**config.mk**
```make
export PLATFORM = sky130hd
export DESIGN_NAME = planar_byterun1_decoder
export DESIGN_NICKNAME = d
export VERILOG_FILES = /design/src/design/pbr1_pkg.sv /design/src/design/pbr1_cfg.sv /design/src/design/pbr1_core.sv /design/src/design/planar_byterun1_decoder.sv
export VERILOG_INCLUDE_DIRS = /design/src /design/src/design
export SDC_FILE = /design/constraint.sdc
export NUM_CORES = 1
export LEC_CHECK = 0
export BUFFER_PORTS_ARGS = -buffer_cell sky130_fd_sc_hd__buf_2
export CAP_MARGIN = 20
export CORE_MARGIN = 2
export CORE_UTILIZATION = 32
export CTS_CLUSTER_SIZE = 10
export DETAILED_ROUTE_END_ITERATION = 16
export GPL_TIMING_DRIVEN = 0
export PLACE_DENSITY = 0.53
export SYNTH_ARGS = -nofsm -noshare
export SYNTH_HDL_FRONTEND = slang
export SYNTH_HIERARCHICAL = 1
export SYNTH_SLANG_ARGS = --single-unit
```
**constraint.sdc**
```tcl
create_clock -name aclk -period 8.09 [get_ports aclk]
set_clock_uncertainty 0.15 [all_clocks]
set_input_delay 2.427 -clock aclk [delete_from_list [all_inputs] [get_ports aclk]]
set_output_delay 2.427 -clock aclk [all_outputs]
set_load 0.02 [all_outputs]
```
**src/design/assert_macros.svh**
```systemverilog
// ----------------------------------------------------------------------------
// assert_macros.svh
// Concurrent assertion wrappers shared by the RTL.
// ----------------------------------------------------------------------------
`ifndef ASSERT_MACROS_SVH
`define ASSERT_MACROS_SVH

// Property checked only while out of reset.
`define ASSERT_RST(label, clk, rstn, prop) \
    label: assert property (@(posedge clk) disable iff (!(rstn)) prop) \
        else $error("%m: assertion failed");

// Property checked on every edge, reset included.
`define ASSERT_ANY(label, clk, prop) \
    label: assert property (@(posedge clk) prop) \
        else $error("%m: assertion failed");

`endif

```
**src/design/pbr1_pkg.sv**
```systemverilog
`timescale 1ns / 1ps
// ----------------------------------------------------------------------------
// pbr1_pkg
// Shared types and constants of the planar ByteRun1 decoder.
// ----------------------------------------------------------------------------
package pbr1_pkg;

    // parameter defaults
    localparam int DEF_MAX_PLANES    = 8;
    localparam int DEF_MAX_ROW_BYTES = 1024;
    localparam int DEF_MAX_ROWS      = 4096;

    // register field widths
    localparam int ROW_BYTES_W   = 11;
    localparam int ROW_TOTAL_W   = 13;
    localparam int PLANE_TOTAL_W = 4;

    // register map indexes (byte address = 4 * index)
    localparam logic [1:0] REG_ROW_BYTES   = 2'd0;
    localparam logic [1:0] REG_ROW_TOTAL   = 2'd1;
    localparam logic [1:0] REG_PLANE_TOTAL = 2'd2;
    localparam logic [1:0] REG_PACKED_MODE = 2'd3;

    // reset values
    localparam logic [ROW_BYTES_W-1:0]   RST_ROW_BYTES   = 11'd40;
    localparam logic [ROW_TOTAL_W-1:0]   RST_ROW_TOTAL   = 13'd200;
    localparam logic [PLANE_TOTAL_W-1:0] RST_PLANE_TOTAL = 4'd5;
    localparam logic                     RST_PACKED_MODE = 1'b1;

    // result status codes
    localparam logic ST_WRITE   = 1'b0;
    localparam logic ST_OVERRUN = 1'b1;

    // input op codes
    localparam logic OP_BODY  = 1'b0;
    localparam logic OP_START = 1'b1;

    // ByteRun1 no-op control code
    localparam logic [7:0] CODE_NOP = 8'd128;

    typedef struct packed {
        logic [ROW_BYTES_W-1:0]   row_bytes;
        logic [ROW_TOTAL_W-1:0]   row_total;
        logic [PLANE_TOTAL_W-1:0] plane_total;
        logic                     packed_mode;
    } cfg_t;

    typedef struct packed {
        logic        status;
        logic [2:0]  plane_index;
        logic [11:0] row_index;
        logic [9:0]  column;
        logic [7:0]  fill_value;
        logic [7:0]  repeat_res;
        logic        image_done;
    } res_t;

endpackage

```
**src/design/pbr1_cfg.sv**
```systemverilog
`timescale 1ns / 1ps
// ----------------------------------------------------------------------------
// pbr1_cfg
// APB register file holding the image geometry and body mode.
// ----------------------------------------------------------------------------
module pbr1_cfg (
    input  logic                aclk,
    input  logic                aresetn,
    input  logic                psel,
    input  logic                penable,
    input  logic                pwrite,
    input  logic [3:0]          paddr,
    input  logic [31:0]         pwdata,
    output logic [31:0]         prdata,
    output logic                pready,
    output pbr1_pkg::cfg_t      cfg
);
    import pbr1_pkg::*;

    cfg_t        cfg_reg;
    cfg_t        cfg_next;
    logic        wr_en;
    logic [1:0]  reg_idx;

    assign pready  = 1'b1;
    assign reg_idx = paddr[3:2];
    assign wr_en   = psel & penable & pwrite & pready;

    always_comb begin
        cfg_next = cfg_reg;
        if (wr_en) begin
            case (reg_idx)
                REG_ROW_BYTES:   cfg_next.row_bytes   = pwdata[ROW_BYTES_W-1:0];
                REG_ROW_TOTAL:   cfg_next.row_total   = pwdata[ROW_TOTAL_W-1:0];
                REG_PLANE_TOTAL: cfg_next.plane_total = pwdata[PLANE_TOTAL_W-1:0];
                REG_PACKED_MODE: cfg_next.packed_mode = pwdata[0];
                default:         cfg_next = cfg_reg;
            endcase
        end
    end

    always_ff @(posedge aclk) begin
        if (!aresetn) begin
            cfg_reg.row_bytes   <= RST_ROW_BYTES;
            cfg_reg.row_total   <= RST_ROW_TOTAL;
            cfg_reg.plane_total <= RST_PLANE_TOTAL;
            cfg_reg.packed_mode <= RST_PACKED_MODE;
        end else begin
            cfg_reg <= cfg_next;
        end
    end

    always_comb begin
        case (reg_idx)
            REG_ROW_BYTES:   prdata = 32'(cfg_reg.row_bytes);
            REG_ROW_TOTAL:   prdata = 32'(cfg_reg.row_total);
            REG_PLANE_TOTAL: prdata = 32'(cfg_reg.plane_total);
            REG_PACKED_MODE: prdata = 32'(cfg_reg.packed_mode);
            default:         prdata = 32'd0;
        endcase
    end

    assign cfg = cfg_reg;

endmodule

```
**src/design/pbr1_core.sv**
```systemverilog
`timescale 1ns / 1ps
// ----------------------------------------------------------------------------
// pbr1_core
// Decode state and combinational next-state / write-command logic.
// ----------------------------------------------------------------------------
module pbr1_core #(
    parameter int MAX_PLANES    = pbr1_pkg::DEF_MAX_PLANES,
    parameter int MAX_ROW_BYTES = pbr1_pkg::DEF_MAX_ROW_BYTES,
    parameter int MAX_ROWS      = pbr1_pkg::DEF_MAX_ROWS
) (
    input  logic            aclk,
    input  logic            aresetn,
    input  logic            step_en,
    input  logic            op,
    input  logic [7:0]      body_byte,
    input  pbr1_pkg::cfg_t  cfg,
    output logic            res_valid,
    output pbr1_pkg::res_t  res
);
    import pbr1_pkg::*;

    localparam int COL_W   = $clog2(MAX_ROW_BYTES);
    localparam int SUM_W   = ((COL_W > 8) ? COL_W : 8) + 1;
    localparam int RBC_W   = (ROW_BYTES_W > SUM_W) ? ROW_BYTES_W : SUM_W;
    localparam int PLANE_W = (MAX_PLANES > 1) ? $clog2(MAX_PLANES) : 1;
    localparam int PT_W    = PLANE_W + 1;
    localparam int PTC_W   = (PLANE_TOTAL_W > PT_W) ? PLANE_TOTAL_W : PT_W;
    localparam int ROW_W   = (MAX_ROWS > 1) ? $clog2(MAX_ROWS) : 1;
    localparam int RT_W    = ROW_W + 1;
    localparam int RTC_W   = (ROW_TOTAL_W > RT_W) ? ROW_TOTAL_W : RT_W;

    // phase codes
    localparam logic [1:0] PH_CODE    = 2'd0;
    localparam logic [1:0] PH_LITERAL = 2'd1;
    localparam logic [1:0] PH_RUN     = 2'd2;

    logic [1:0]         phase_reg,  phase_next;
    logic [6:0]         lit_reg,    lit_next;
    logic [7:0]         run_reg,    run_next;
    logic [COL_W-1:0]   col_reg,    col_next;
    logic [PLANE_W-1:0] plane_reg,  plane_next;
    logic [ROW_W-1:0]   row_reg,    row_next;
    logic               halted_reg, halted_next;

    // clamped geometry
    logic [RBC_W-1:0]   rb_raw;
    logic [RBC_W-1:0]   rb_clamp;
    logic [SUM_W-1:0]   rb;
    logic [PTC_W-1:0]   pt_raw;
    logic [PTC_W-1:0]   pt_clamp;
    logic [PT_W-1:0]    pt;
    logic [RTC_W-1:0]   rt_raw;
    logic [RTC_W-1:0]   rt_clamp;
    logic [RT_W-1:0]    rt;

    always_comb begin
        rb_raw = RBC_W'(cfg.row_bytes);
        if (rb_raw == '0) begin
            rb_clamp = RBC_W'(1);
        end else if (rb_raw > RBC_W'(MAX_ROW_BYTES)) begin
            rb_clamp = RBC_W'(MAX_ROW_BYTES);
        end else begin
            rb_clamp = rb_raw;
        end
        rb = SUM_W'(rb_clamp);

        pt_raw = PTC_W'(cfg.plane_total);
        if (pt_raw == '0) begin
            pt_clamp = PTC_W'(1);
        end else if (pt_raw > PTC_W'(MAX_PLANES)) begin
            pt_clamp = PTC_W'(MAX_PLANES);
        end else begin
            pt_clamp = pt_raw;
        end
        pt = PT_W'(pt_clamp);

        rt_raw = RTC_W'(cfg.row_total);
        if (rt_raw == '0) begin
            rt_clamp = RTC_W'(1);
        end else if (rt_raw > RTC_W'(MAX_ROWS)) begin
            rt_clamp = RTC_W'(MAX_ROWS);
        end else begin
            rt_clamp = rt_raw;
        end
        rt = RT_W'(rt_clamp);
    end

    // byte count that the current byte asks for, checked against row end
    logic [7:0]       need_n;
    logic [SUM_W-1:0] need_end;
    logic             over_hit;

    always_comb begin
        case (phase_reg)
            PH_LITERAL: need_n = 8'd1;
            PH_RUN:     need_n = run_reg;
            default: begin
                if (body_byte[7]) begin
                    need_n = 8'(9'd257 - {1'b0, body_byte});
                end else begin
                    need_n = body_byte + 8'd1;
                end
            end
        endcase
        need_end = SUM_W'(col_reg) + SUM_W'(need_n);
        over_hit = need_end > rb;
    end

    // main step
    logic             do_wr;
    logic             do_over;
    logic [7:0]       wr_rep;
    logic [SUM_W-1:0] c_sum;
    logic [PT_W-1:0]  p_inc;
    logic [RT_W-1:0]  r_inc;
    logic             done;

    always_comb begin
        phase_next  = phase_reg;
        lit_next    = lit_reg;
        run_next    = run_reg;
        col_next    = col_reg;
        plane_next  = plane_reg;
        row_next    = row_reg;
        halted_next = halted_reg;
        do_wr       = 1'b0;
        do_over     = 1'b0;
        wr_rep      = 8'd1;
        done        = 1'b0;

        if (op == OP_START) begin
            phase_next  = PH_CODE;
            lit_next    = '0;
            run_next    = '0;
            col_next    = '0;
            plane_next  = '0;
            row_next    = '0;
            halted_next = 1'b0;
        end else if (!halted_reg) begin
            if (!cfg.packed_mode) begin
                phase_next = PH_CODE;
                do_wr      = 1'b1;
            end else begin
                case (phase_reg)
                    PH_LITERAL: begin
                        if (over_hit) begin
                            do_over = 1'b1;
                        end else begin
                            do_wr = 1'b1;
                            if (lit_reg == '0) begin
                                phase_next = PH_CODE;
                            end else begin
                                lit_next = lit_reg - 7'd1;
                            end
                        end
                    end
                    PH_RUN: begin
                        phase_next = PH_CODE;
                        wr_rep     = run_reg;
                        if (over_hit) begin
                            do_over = 1'b1;
                        end else begin
                            do_wr = 1'b1;
                        end
                    end
                    default: begin
                        if (body_byte != CODE_NOP) begin
                            if (over_hit) begin
                                do_over = 1'b1;
                            end else if (body_byte[7]) begin
                                run_next   = need_n;
                                phase_next = PH_RUN;
                            end else begin
                                lit_next   = body_byte[6:0];
                                phase_next = PH_LITERAL;
                            end
                        end
                    end
                endcase
            end
        end

        // position advance for a write
        c_sum = SUM_W'(col_reg) + SUM_W'(wr_rep);
        p_inc = PT_W'(plane_reg) + PT_W'(1);
        r_inc = RT_W'(row_reg) + RT_W'(1);
        if (do_wr) begin
            if (c_sum >= rb) begin
                col_next = '0;
                if (p_inc >= pt) begin
                    plane_next = '0;
                    if (r_inc >= rt) begin
                        done     = 1'b1;
                        row_next = '0;
                    end else begin
                        row_next = ROW_W'(r_inc);
                    end
                end else begin
                    plane_next = PLANE_W'(p_inc);
                end
            end else begin
                col_next = COL_W'(c_sum);
            end
            if (done) begin
                halted_next = 1'b1;
            end
        end
        if (do_over) begin
            halted_next = 1'b1;
            phase_next  = PH_CODE;
        end
    end

    always_comb begin
        res_valid       = do_wr | do_over;
        res.status      = do_over ? ST_OVERRUN : ST_WRITE;
        res.plane_index = 3'(plane_reg);
        res.row_index   = 12'(row_reg);
        res.column      = 10'(col_reg);
        res.fill_value  = do_over ? 8'd0 : body_byte;
        res.repeat_res  = do_over ? need_n : wr_rep;
        res.image_done  = done;
    end

    always_ff @(posedge aclk) begin
        if (!aresetn) begin
            phase_reg  <= PH_CODE;
            lit_reg    <= '0;
            run_reg    <= '0;
            col_reg    <= '0;
            plane_reg  <= '0;
            row_reg    <= '0;
            halted_reg <= 1'b0;
        end else if (step_en) begin
            phase_reg  <= phase_next;
            lit_reg    <= lit_next;
            run_reg    <= run_next;
            col_reg    <= col_next;
            plane_reg  <= plane_next;
            row_reg    <= row_next;
            halted_reg <= halted_next;
        end
    end

endmodule

```
**src/design/planar_byterun1_decoder.sv**
```systemverilog
`timescale 1ns / 1ps
// ----------------------------------------------------------------------------
// planar_byterun1_decoder
// Interleaved bitplane image body decoder (raw or ByteRun1) to write commands.
// ----------------------------------------------------------------------------
// Usage:
//   s_ channel: one body byte per transfer in s_tdata; s_tuser high marks a
//   start item, which clears the position and any error and gives no result.
//   m_ channel: at most one write command per input byte. m_tuser high marks
//   a row overrun error, after which bytes are dropped until a start item.
//   m_tlast flags the write that completes the last plane of the last row;
//   later bytes are dropped likewise.
//   APB port: row_bytes @0x0, row_total @0x4, plane_total @0x8,
//   packed_mode @0xC. Write only while the block is idle.
// Timing:
//   a byte goes into the input register at its transfer, is decoded once
//   the result register can take its outcome and its command is registered
//   there. One byte per cycle is sustained while m_tready stays high; the
//   next state of the decode loop (column, plane, row and phase) is combinational.
// Reset (aresetn low, synchronous): both stage registers empty, decode state
//   cleared, registers back to 40 / 200 / 5 / packed.
// Back-pressure: with m_tready low the result register holds; one more byte
//   is taken into the input register, then s_tready drops.
// ----------------------------------------------------------------------------
`include "assert_macros.svh"

module planar_byterun1_decoder #(
    parameter int MAX_PLANES    = pbr1_pkg::DEF_MAX_PLANES,
    parameter int MAX_ROW_BYTES = pbr1_pkg::DEF_MAX_ROW_BYTES,
    parameter int MAX_ROWS      = pbr1_pkg::DEF_MAX_ROWS
) (
    input  logic        aclk,
    input  logic        aresetn,
    // input stream
    input  logic        s_tvalid,
    output logic        s_tready,
    input  logic [7:0]  s_tdata,    // [7:0] body_byte
    input  logic        s_tuser,    // [0] op
    // result stream
    output logic        m_tvalid,
    input  logic        m_tready,
    output logic [47:0] m_tdata,    // [2:0] plane_index, [14:3] row_index,
                                    // [24:15] column, [32:25] fill_value,
                                    // [40:33] repeat_res, [47:41] zero
    output logic        m_tuser,    // [0] status
    output logic        m_tlast,    // image_done
    // configuration
    input  logic        psel,
    input  logic        penable,
    input  logic        pwrite,
    input  logic [3:0]  paddr,
    input  logic [31:0] pwdata,
    output logic [31:0] prdata,
    output logic        pready
);
    import pbr1_pkg::*;

    cfg_t       cfg;

    // input register
    logic       in_vld_reg, in_vld_next;
    logic       in_op_reg;
    logic [7:0] in_byte_reg;

    // result register
    logic       out_vld_reg, out_vld_next;
    res_t       out_res_reg;

    logic       out_free;
    logic       advance;
    logic       s_xfer;
    logic       step_vld;
    res_t       step_res;

    pbr1_cfg u_cfg (
        .aclk    (aclk),
        .aresetn (aresetn),
        .psel    (psel),
        .penable (penable),
        .pwrite  (pwrite),
        .paddr   (paddr),
        .pwdata  (pwdata),
        .prdata  (prdata),
        .pready  (pready),
        .cfg     (cfg)
    );

    // the held byte is decoded when the result register can take its outcome
    assign out_free = !out_vld_reg || m_tready;
    assign advance  = in_vld_reg && out_free;
    assign s_tready = !in_vld_reg || advance;
    assign s_xfer   = s_tvalid && s_tready;

    pbr1_core #(
        .MAX_PLANES    (MAX_PLANES),
        .MAX_ROW_BYTES (MAX_ROW_BYTES),
        .MAX_ROWS      (MAX_ROWS)
    ) u_core (
        .aclk      (aclk),
        .aresetn   (aresetn),
        .step_en   (advance),
        .op        (in_op_reg),
        .body_byte (in_byte_reg),
        .cfg       (cfg),
        .res_valid (step_vld),
        .res       (step_res)
    );

    always_comb begin
        in_vld_next = in_vld_reg;
        if (s_xfer) begin
            in_vld_next = 1'b1;
        end else if (advance) begin
            in_vld_next = 1'b0;
        end

        out_vld_next = out_vld_reg;
        if (advance) begin
            out_vld_next = step_vld;
        end else if (m_tready) begin
            out_vld_next = 1'b0;
        end
    end

    always_ff @(posedge aclk) begin
        if (!aresetn) begin
            in_vld_reg  <= 1'b0;
            out_vld_reg <= 1'b0;
        end else begin
            in_vld_reg  <= in_vld_next;
            out_vld_reg <= out_vld_next;
        end
    end

    // payload registers, no reset
    always_ff @(posedge aclk) begin
        if (s_xfer) begin
            in_op_reg   <= s_tuser;
            in_byte_reg <= s_tdata;
        end
        if (advance && step_vld) begin
            out_res_reg <= step_res;
        end
    end

    assign m_tvalid = out_vld_reg;
    assign m_tuser  = out_res_reg.status;
    assign m_tlast  = out_res_reg.image_done;
    assign m_tdata  = {7'd0,
                       out_res_reg.repeat_res,
                       out_res_reg.fill_value,
                       out_res_reg.column,
                       out_res_reg.row_index,
                       out_res_reg.plane_index};

    // ------------------------------------------------------------------
    // checks
    // ------------------------------------------------------------------
    // both stages come out of reset empty
    `ASSERT_ANY(a_reset_empty, aclk, !aresetn |=> !m_tvalid && !in_vld_reg)
    // input stage only blocks when a result is stuck at the output
    `ASSERT_RST(a_block_cause, aclk, aresetn,
        (in_vld_reg && !s_tready) |-> (m_tvalid && !m_tready))
    // an error never closes an image, and every command has a nonzero repeat count
    `ASSERT_RST(a_result_sane, aclk, aresetn,
        m_tvalid |-> (!(m_tuser && m_tlast) && (m_tdata[40:33] != 8'd0)))

endmodule

```
==> impl_metrics.json <==
{
  "clock-sinks": 126,
  "leakage_nw": 4.23,
  "seqCellArea_sq_mm": 0.00304,
  "fin_crit_ns": 6.71,
  "final_area_sq_mm": 0.00943,
  "timing.rr.start": "u_core/phase_reg[0]",
  "rsz0062_at_grt": "no",
  "max_slew_margin_pct": 39.2,
  "status": "complete, no violations",
  "start_kind": "register",
  "area_growth_pct": 19.5,
  "syn_area_sq_mm": 0.00790,
  "yosysUniqueCellTypes": 73,
  "layout_common_cells": "nand2_1 (123), buf_2 (96), dfxtp_1 (74), ha_1 (66), edfxtp_1 (52)",
  "cellPowerDensity_mw_per_mm2": 175,
  "fill_cells": 2508,
  "p_switching_uw": 450,
  "grt_pass1_vias": 6241,
  "antenna_cells": 0,
  "path_max_fanout": 29,
  "cts_made_buffers": 17,
  "avgSynthCellArea_sq_um": 9.36,
  "die-width_um": 161,
  "endpoint_kind": "register",
  "clock_latency_ns": 0.42,
  "drtIter0Drc": 498,
  "die-area_sq_mm": 0.0260,
  "drc_errors": 0,
  "tritoncts": "built",
  "postCtsHoldBufs": 0,
  "worstHoldStart": "u_core/col_reg[8]",
  "synthArstFlopShare_pct": 0,
  "globalRouteOverflowTotal": 0,
  "final_hold_viol_count": 0,
  "die-height_um": 161,
  "htreeDepth": 4,
  "required_ns": 8.05,
  "p_sw_share_pct": 27.2,
  "post_cts_buffers": 0,
  "fin_hold_ws_ns": 0.309,
  "internal_power_mw": 1.21,
  "synth_seq_cells": 126,
  "dpl_cell_area_sq_mm": 0.00886,
  "finalSetupViolations": 0,
  "ios": 137,
  "combPwrFrac_pct": 12.8,
  "final_nets": 1096,
  "syn_inst": 844,
  "wl_per_cell_um": 16.3,
  "fmax_mhz": 149,
  "dr.pass1.iters": 8,
  "vias_per_cell": 4.96,
  "finalWeightedCongestion": 0.807,
  "multi_input_area_sq_mm": 0.00443,
  "root_buffer": "clkbuf_16",
  "hp-class": "reg -> reg",
  "cp-startpoint": "u_core/phase_reg[0]",
  "numPortBuffers": 88,
  "place_ws_ns": 1.39,
  "dp_hpwl_mm": 16.4,
  "ir_worst_vdd_mv": 0.115,
  "timing.final.crit_share_pct": 82.9,
  "setup_slack_ns": 1.38,
  "grt_max_degree": 30,
  "ant_nets": 0,
  "seqPwrFrac_pct": 41.6,
  "yosys_warnings": 6,
  "largest_reg_flops": 41,
  "cts_resized": 0,
  "slew_viol_final": 0,
  "grt_util_all_layers_pct": 16.7,
  "rows": 57,
  "critical_path_class": "reg -> reg",
  "clk_pin_slew_ns": 0.06,
  "synth_edf_count": 52,
  "coreArea_sq_mm": 0.0242,
  "synth_seq_area_share_pct": 38.5,
  "cp.arrival_ns": 6.67,
  "pwr-share-clk_pct": 45.5,
  "start_util_pct": 32.6,
  "final_common_cell": "nand2_1",
  "drt_wl_total_mm": 21.4,
  "grt_pass1_wl_mm": 34.0,
  "ys.flop_type": "dfxtp_1",
  "antenna_found_initial": 0,
  "vias": 6511,
  "cts_buffer_depth": 2,
  "tightest_slew_ns": 0.910,
  "max-cap-violations": 0,
  "drive_above_1_share_pct": 18.6
}
## power groups by stage
stage | Combinational [mW] | Sequential, mW | Clock, mW
3_3_place_gp | 0.208 | 0.704 | 0
3_5_place_dp | 0.211 | 0.703 | 0
6_report | 0.212 | 0.689 | 0.754
5_1_grt | 0.235 | 0.691 | 0.795
2_1_floorplan | 0.140 | 0.709 | 0
4_1_cts | 0.212 | 0.689 | 0.773
## layer usage
metal | global-route usage (%) | vias up | part of all wire [%]
met5 | 0 | - | 0
met4 | 4.75 | 0 | 1.5
met3 | 3.16 | 22 | 4.4
met2 | 25.1 | 155 | 44
met1 | 24.3 | 3075 | 50
li1 | - | 3259 | -
## final cells by class
class	instances	share of cell area, %
flip-flops and latches	126	32.3
well taps	324	4.30
inverters	35	1.39
clock buffers	17	4.51
clock inverters	15	1.56
plain buffers	66	4.16
repair buffers	89	4.88
multi-input cells	641	46.9
## path summary, 6_finish.rpt
| check | cells after the start | endpoint | slack [ns] |
|---|---|---|---|
| worst min register to register | 0 | m_tdata[23] | 0.31 |
| worst max-delay path | 27 | m_tdata[1] | 1.38 |
| worst max register to register | 27 | m_tdata[1] | 1.38 |
| worst min-delay path | 0 | m_tdata[23] | 0.31 |
## cell usage after synthesis, drive strengths merged, types with 22 or more instances
cell      n  area share (%)
o21ai    31             2.0
ha       66              10
buf      40             3.7
a21oi    30             1.9
nand2   124             5.9
clkbuf   26             1.2
nand3    23             1.5
a21o     22             2.1
dfxtp    74              19
edfxtp   52              20
nor2     41             1.9
inv      34             1.6
mux2i    38             4.8
## critical path, stage by stage (launching register included)
cell and delay [ns]:
dfxtp_1 0.35, inv_1 0.06, ha_1 0.29, clkbuf_1 0.51, clkbuf_1 0.42, a211oi_1 0.10
a21oi_1 0.26, ha_1 0.24, inv_1 0.06, fa_1 0.40, nand3b_1 0.19, a21boi_0 0.20
o21a_1 0.14, nor2_1 0.05, o21bai_1 0.13, a21o_1 0.16, xor2_1 0.08, ha_1 0.33
nand4_1 0.15, a211oi_1 0.37, a2111oi_2 0.14, nor2_1 0.16, nand3_1 0.13, clkbuf_1 0.29
nand2_1 0.17, nand2_1 0.12, nor2_4 0.44, buf_12 0.26
## stage by stage
step | cells | util (%) | setup TNS (ns) | total power, mW
5_1_grt | 1313 | 38.9 | 0 | 1.72
2_1_floorplan | 868 | - | 0 | 0.849
6_report | 1313 | 38.9 | 0 | 1.66
4_1_cts | 1313 | 38.9 | 0 | 1.67
3_3_place_gp | 1280 | 36.4 | -39.92 | 0.912
3_5_place_dp | 1281 | 36.5 | 0 | 0.914
## cells by family (layout without fill, tap and decap cells)
| logic type | Yosys count | in the layout | share of synthesized area [%] |
|---|---|---|---|
| and+or+nand+nor | 305 | 305 | 19.8 |
| xor gates and xnor gates | 29 | 29 | 3.22 |
| other | 3 | 27 | 0.143 |
| AOI/OAI and AO/OA | 167 | 167 | 14.8 |
| buffers and inverters | 101 | 222 | 6.64 |
| adders and majority gates | 68 | 68 | 11.0 |
| DFF | 126 | 126 | 38.5 |
| muxes | 45 | 45 | 5.96 |
Power figures use the tool's default switching activity.
